[config.mk]
export PLATFORM = sky130hd
export DESIGN_NAME = jape_queue
export DESIGN_NICKNAME = d
export VERILOG_FILES = /design/src/sv/jape_pkg.sv /design/src/sv/jape_queue.sv
export SDC_FILE = /design/constraint.sdc
export NUM_CORES = 1
export LEC_CHECK = 0
export BUFFER_PORTS_ARGS = -buffer_cell sky130_fd_sc_hd__buf_4
export CAP_MARGIN = 20
export CORE_MARGIN = 2
export CORE_UTILIZATION = 56
export CTS_CLUSTER_DIAMETER = 40
export DETAILED_ROUTE_END_ITERATION = 10
export PLACE_DENSITY = 0.85
export SETUP_SLACK_MARGIN = 0.15
export SLEW_MARGIN = 10
export SYNTH_ARGS = -nofsm -noshare
export SYNTH_HDL_FRONTEND = slang
export SYNTH_SLANG_ARGS = --single-unit
[constraint.sdc]
create_clock -name aclk -period 14.09 [get_ports aclk]
set_clock_uncertainty 0.2 [all_clocks]
set_input_delay 2.818 -clock aclk [delete_from_list [all_inputs] [get_ports aclk]]
set_output_delay 2.818 -clock aclk [all_outputs]
set_load 0.02 [all_outputs]
[src/sv/jape_pkg.sv]
// ----------------------------------------------------------------------------
// jape_pkg
// Shared types and constants of the joint angle population encoder.
// ----------------------------------------------------------------------------
`default_nettype none

package jape_pkg;

    // Q3.12 angle constants
    localparam int unsigned PI_Q12    = 12868;
    localparam int unsigned TWOPI_Q12 = 25736;

    // Longest run of cells one item may produce
    localparam int unsigned RUN_LIMIT = 32;
    localparam int unsigned ROW_LIMIT = RUN_LIMIT / 2;

    // Cell counts (up to RUN_LIMIT) and derived widths
    localparam int unsigned N_W    = 6;
    localparam int unsigned ACC_W  = 24;
    localparam int unsigned MAG_W  = 23;
    localparam int unsigned DEN_W  = 28;
    localparam int unsigned AMP_W  = 9;
    localparam int unsigned EXP_W  = 17;

    // Linear amplitude and response saturation
    localparam int unsigned LIN_AMP   = 256;
    localparam int unsigned CELL_MAX  = 255;

    // Configuration register indexes
    localparam logic [1:0] REG_UNITS_IN_USE = 2'd0;
    localparam logic [1:0] REG_WIDTH_FACTOR = 2'd1;

    // Resolved item, handed from the front end to the cell engine
    typedef struct packed {
        logic                    univ;   // universal joint reading
        logic [N_W-1:0]          n;      // cells per row
        logic [DEN_W-1:0]        den;    // spread times width factor
        logic [AMP_W-1:0]        amp;    // response amplitude, 0..256
        logic signed [ACC_W-1:0] a;      // linear base offset, or first direction times n
        logic signed [ACC_W-1:0] b;      // linear cell stride, or second direction times n
    } jape_desc_t;

endpackage

`default_nettype wire

[src/sv/jape_queue.sv]
// ----------------------------------------------------------------------------
// jape_queue
// Two-entry queue of resolved items between front end and cell engine.
// ----------------------------------------------------------------------------
`default_nettype none

module jape_queue (
    input  wire logic                aclk,
    input  wire logic                aresetn,
    input  wire logic                push,
    input  wire jape_pkg::jape_desc_t push_data,
    output logic                     full,
    input  wire logic                pop,
    output jape_pkg::jape_desc_t     pop_data,
    output logic                     empty
);

    jape_pkg::jape_desc_t mem [2];
    logic       wr_ptr_reg, wr_ptr_next;
    logic       rd_ptr_reg, rd_ptr_next;
    logic [1:0] count_reg, count_next;
    logic       do_push, do_pop;

    assign full     = (count_reg == 2'd2);
    assign empty    = (count_reg == 2'd0);
    assign do_push  = push && !full;
    assign do_pop   = pop && !empty;
    assign pop_data = mem[rd_ptr_reg];

    always_comb begin
        wr_ptr_next = do_push ? ~wr_ptr_reg : wr_ptr_reg;
        rd_ptr_next = do_pop  ? ~rd_ptr_reg : rd_ptr_reg;
        count_next  = count_reg;
        if (do_push && !do_pop) begin
            count_next = count_reg + 2'd1;
        end else if (do_pop && !do_push) begin
            count_next = count_reg - 2'd1;
        end
    end

    always_ff @(posedge aclk) begin
        if (do_push) begin
            mem[wr_ptr_reg] <= push_data;
        end
    end

    always_ff @(posedge aclk) begin
        if (!aresetn) begin
            wr_ptr_reg <= 1'b0;
            rd_ptr_reg <= 1'b0;
            count_reg  <= 2'd0;
        end else begin
            wr_ptr_reg <= wr_ptr_next;
            rd_ptr_reg <= rd_ptr_next;
            count_reg  <= count_next;
        end
    end

endmodule

`default_nettype wire

**After elaboration in Yosys (flattened, before gate mapping)**

Memories as Yosys holds them, arrays and structs flattened. A register that Yosys moved wholly into a read port is not among the register bits.
Index checks and enable logic that the tools add are counted.

- Eq/ne operators: 1
- Bitwise gates (word level): 2
- Reduce and logical (&&, ||, !) cells: 10
- Multiplexer cells: 6
- Add/sub/neg operators: 2

Operators by type and width:

| kind | count |
|---|---|
| logical AND 1 bit | 4 |
| zero test 1 bit | 4 |
| two-way mux 1 bit | 4 |
| two-way mux 2 bit | 2 |
| adder 2 x 1 -> 2 bit, second input constant | 1 |
| equality test 2 bit, second input constant | 1 |
| zero test 2 bit | 1 |
| NOT 1 bit | 2 |
| nonzero test 2 bit | 1 |
| subtractor 2 x 1 -> 2 bit, second input constant | 1 |

- Input bits: 96
- Bits in registers: 4
- RAM bits: 184
- Memories kept: 1
- Output and inout bits: 94

Memories:

| memory | words | width | rd ports | clocked after memory_dff | write ports | line | source |
|---|---|---|---|---|---|---|---|
| mem | 2 | 92 | 1 | 1 | 1 | jape_queue.sv:18 | `jape_pkg::jape_desc_t mem [2];` |

**Depth between registers and ports, before layout**

- Depth after elaboration: 7
- Mapped depth: 7
- Mapped depth without buffers: 7

**Least setup slack after synthesis**

OpenSTA, ideal clock, no wires.

- Path type: input -> register
- Start: input port push
- End: memory mem[0][0] (netlist name), enable pin
- Required time: 13363 ps
- Arrival: 6467 ps
- Stages on the path: 2
- Library setup time: 527 ps
- Setup slack: 6895 ps
- Cells stage by stage: inv_1 nor3_2

- Longest elaborated chain between the ends: 3

RTL lines:

| element | line | source |
|---|---|---|
| from (decl) | jape_queue.sv:10 | `input wire logic push,` |
| logical AND 1 bit | jape_queue.sv:26 | `assign do_push = push && !full;` |
| two-way mux 1 bit | jape_queue.sv:42 | `if (do_push) begin` |
| two-way mux 1 bit (not written as such) | jape_queue.sv:43 | `mem[wr_ptr_reg] <= push_data;` |
| to (decl) | jape_queue.sv:18 |  |

Every way passes these cells.

==> metrics.txt <==
number of global-route vias before repair 3873; f_max about 180 MHz; FF-to-FF path depth 3; fill count around 710; Post-DRT Antenna Nets 0; Vias/cell around 5.3; Worst Setup Path Type register to output port; CP max FO 47; max reg flops about 180; fin util around 75%; total clock sinks 189; placed inst area approximately 8400 um2; leading cell type in the layout, fill and taps excluded buf_4; Root Driver clkbuf_16; vias post-DR between 3k and 4k; syn avg cell area ~22 um2; internal power 1.19 mW; ordered cell list for the critical path buf_4, mux2_1, buf_4; Hold Path Stages 2; Mapped Area about 6900 um2; Largest delay share family, worst path buffers and inverters; largest net degree at the start of global routing between 60 and 70; Antenna Cells 0; Psw a little under 0.5 mW; area delta synth->final 30.8%; wirelength, routed between 10000 and 15000 um; Ys Warns 0; chip height about 110 um; PnR worst setup slack a little under 9 ns; Die Wd ~110 um; RSZ-0062 raised after global routing false; startpoint types register; WP data required 11.07 ns; Congestion Overflow GR 0; Leakage 3.39 nW; 1st-pass router iterations 4; type of the most critical hold path register to register; Post-Syn Instances a little over 300; hold path endpoint count_reg[1]; first-pass GRT wire length 19300 um; CTS H-tree lvls 4; IO buf count roughly 190; CTS Buffer Depth 2; slowest stage delay, CP between 0.7 and 0.8 ns; Final setup viols 0; Worst path slowest cell dfxtp_4; Logic pwr share around 28%; layout cells sized above 1 a little under half; Seq cells post-synth 189; worst reg-to-reg setup slack about 12 ns; DR DRC count 0; hold_buf cts 0; commonest non-fill, non-tap cells in the layout buf_4, edfxtp_1, mux2_1; initial antenna violation count 0; routability cong. about 0.75; Die ar. ~13000 um2; Worst Hold Launch count_reg[1]; Max Cap Viol 0; setup total negative slack 0 ns; Sw Ratio between 20% and 30%; FF-to-FF Start count_reg[0]; 1st-iter DRT viols 263; Max Slew Vio Count 0; Buf+Inv Stages, Crit Path 2; FF-to-FF End mem[1][48]; final net count 610; hpwl dp 8450 um; Initial Util about 57%; Cell variety after synth 23; Worst path most repeated cell buf_4; fin crit period between 5 and 6 ns; worst vdd rail ir drop ~0.15 mV; PwrDens roughly 190 nW/um2; count of final hold-check violations 0; All-Layer GR Usage about a fifth; CTS resizes 0; footprint of the multi-input gates between 1000 and 1500 um2; Final Cycle Share roughly two fifths; Routed wire per std cell ~19 um; Setup WS pre-CTS approximately 9.1 ns; clk_lat worst skew between 0.4 and 0.5 ns; Setup Buffers After CTS 0; Critical Path End Type output port; row cnt 40; status completed; Tot Pwr between 1.5 and 2 mW; design area roughly 9000 um2; cts bufs inserted 17; Slew headroom between 40% and 50%; core area approximately 12000 um2; syn nets slightly above 400; register area about 5600 um2; Slew @ Worst Pin 0.853 ns; sequential-to-total area share from yosys stat 81.6%; Clock power frac roughly 28%; CTS tree built; num ports 190; clock-pin slew of the registers on the worst-case setup and hold paths approximately 0.06 ns; crit path DAT 2.42 ns; sequential fraction of design power around 45%
## worst min-delay path: stages, from the launching register on
cell and delay, ns:
dfxtp_1 0.35, o21ai_0 0.09, a21boi_1 0.06
## kinds of logic (layout without fill, tap and decap cells)
group	after synthesis	after routing	share of synthesized area [%]
DFF	189	189	81.6
AOI/OAI and AO/OA	5	5	0.472
buffers and inverters	12	225	1.60
muxes	92	92	15.0
xor gates and xnor gates	3	3	0.381
adders and majority gates	1	1	0.181
and+or+nand+nor	9	9	0.798
## stage by stage
step / hold slack (ns) / std cells
6_report: 0.342 / 671
5_1_grt: 0.392 / 671
4_1_cts: 0.348 / 671
3_3_place_gp: 0.297 / 641
3_5_place_dp: 0.336 / 641
2_1_floorplan: 0.283 / 311
## synthesized netlist by cell type
| library cell | count | area, um2 |
|---|---|---|
| mux2_2 | 12 | 135 |
| nand2b_1 | 1 | 6.26 |
| nor2_1 | 2 | 7.51 |
| edfxtp_1 | 184 | 5530 |
| nor3_2 | 1 | 10.0 |
| mux2_1 | 80 | 901 |
| buf_6 | 8 | 90.1 |
| and3_1 | 1 | 6.26 |
| a21boi_0 | 1 | 7.51 |
| xor2_1 | 1 | 8.76 |
| a21boi_1 | 1 | 7.51 |
| o21ai_1 | 1 | 5.00 |
| or3_1 | 1 | 6.26 |
| dfxtp_1 | 5 | 100 |
| o21ai_0 | 1 | 5.00 |
| ha_1 | 1 | 12.5 |
| buf_2 | 1 | 5.00 |
| inv_2 | 1 | 3.75 |
| inv_1 | 1 | 3.75 |
| xnor2_1 | 2 | 17.5 |
| buf_4 | 1 | 7.51 |
| and2_1 | 3 | 18.8 |
| o21a_1 | 1 | 7.51 |
## power groups by stage
stage          sequential (mW)  clock (mW)  combinational, mW
6_report                 0.744       0.466              0.460
5_1_grt                  0.753       0.498              0.490
4_1_cts                  0.746       0.476              0.467
3_5_place_dp             0.758           0              0.464
3_3_place_gp             0.751           0              0.455
2_1_floorplan            0.738           0              0.297
## cell type report
cell class / count / area share (%)
Multi-Input combinational cell: 110 / 13.0
Inverter: 2 / 0.0832
Sequential cell: 189 / 62.4
Timing Repair Buffer: 193 / 16.1
Clock inverter: 13 / 1.68
Tap cell: 147 / 2.04
Clock buffer: 17 / 4.72
## how the worst max path moves through the flow
| stage | startpoint | to | slack (ns) | cells after the start |
|---|---|---|---|---|
| after floorplan | push | mem[0][0] | 6.90 | 2 |
| after global placement | register | pop_data[54] | 9.09 | 3 |
| after detailed placement | register | pop_data[54] | 9.06 | 3 |
| after CTS | register | pop_data[54] | 8.60 | 3 |
| after global routing | register | pop_data[1] | 8.49 | 3 |
| final | register | pop_data[54] | 8.65 | 3 |
## metal layers
layer  wire length, um  part of all wire [%]  GRT usage [%]
met1              4700                    37           21.1
met2              6870                    54           35.0
met3              1080                   8.4           8.70
met4               191                   1.5           7.31
met5                 0                     0              0
Power figures use the tool's default switching activity.
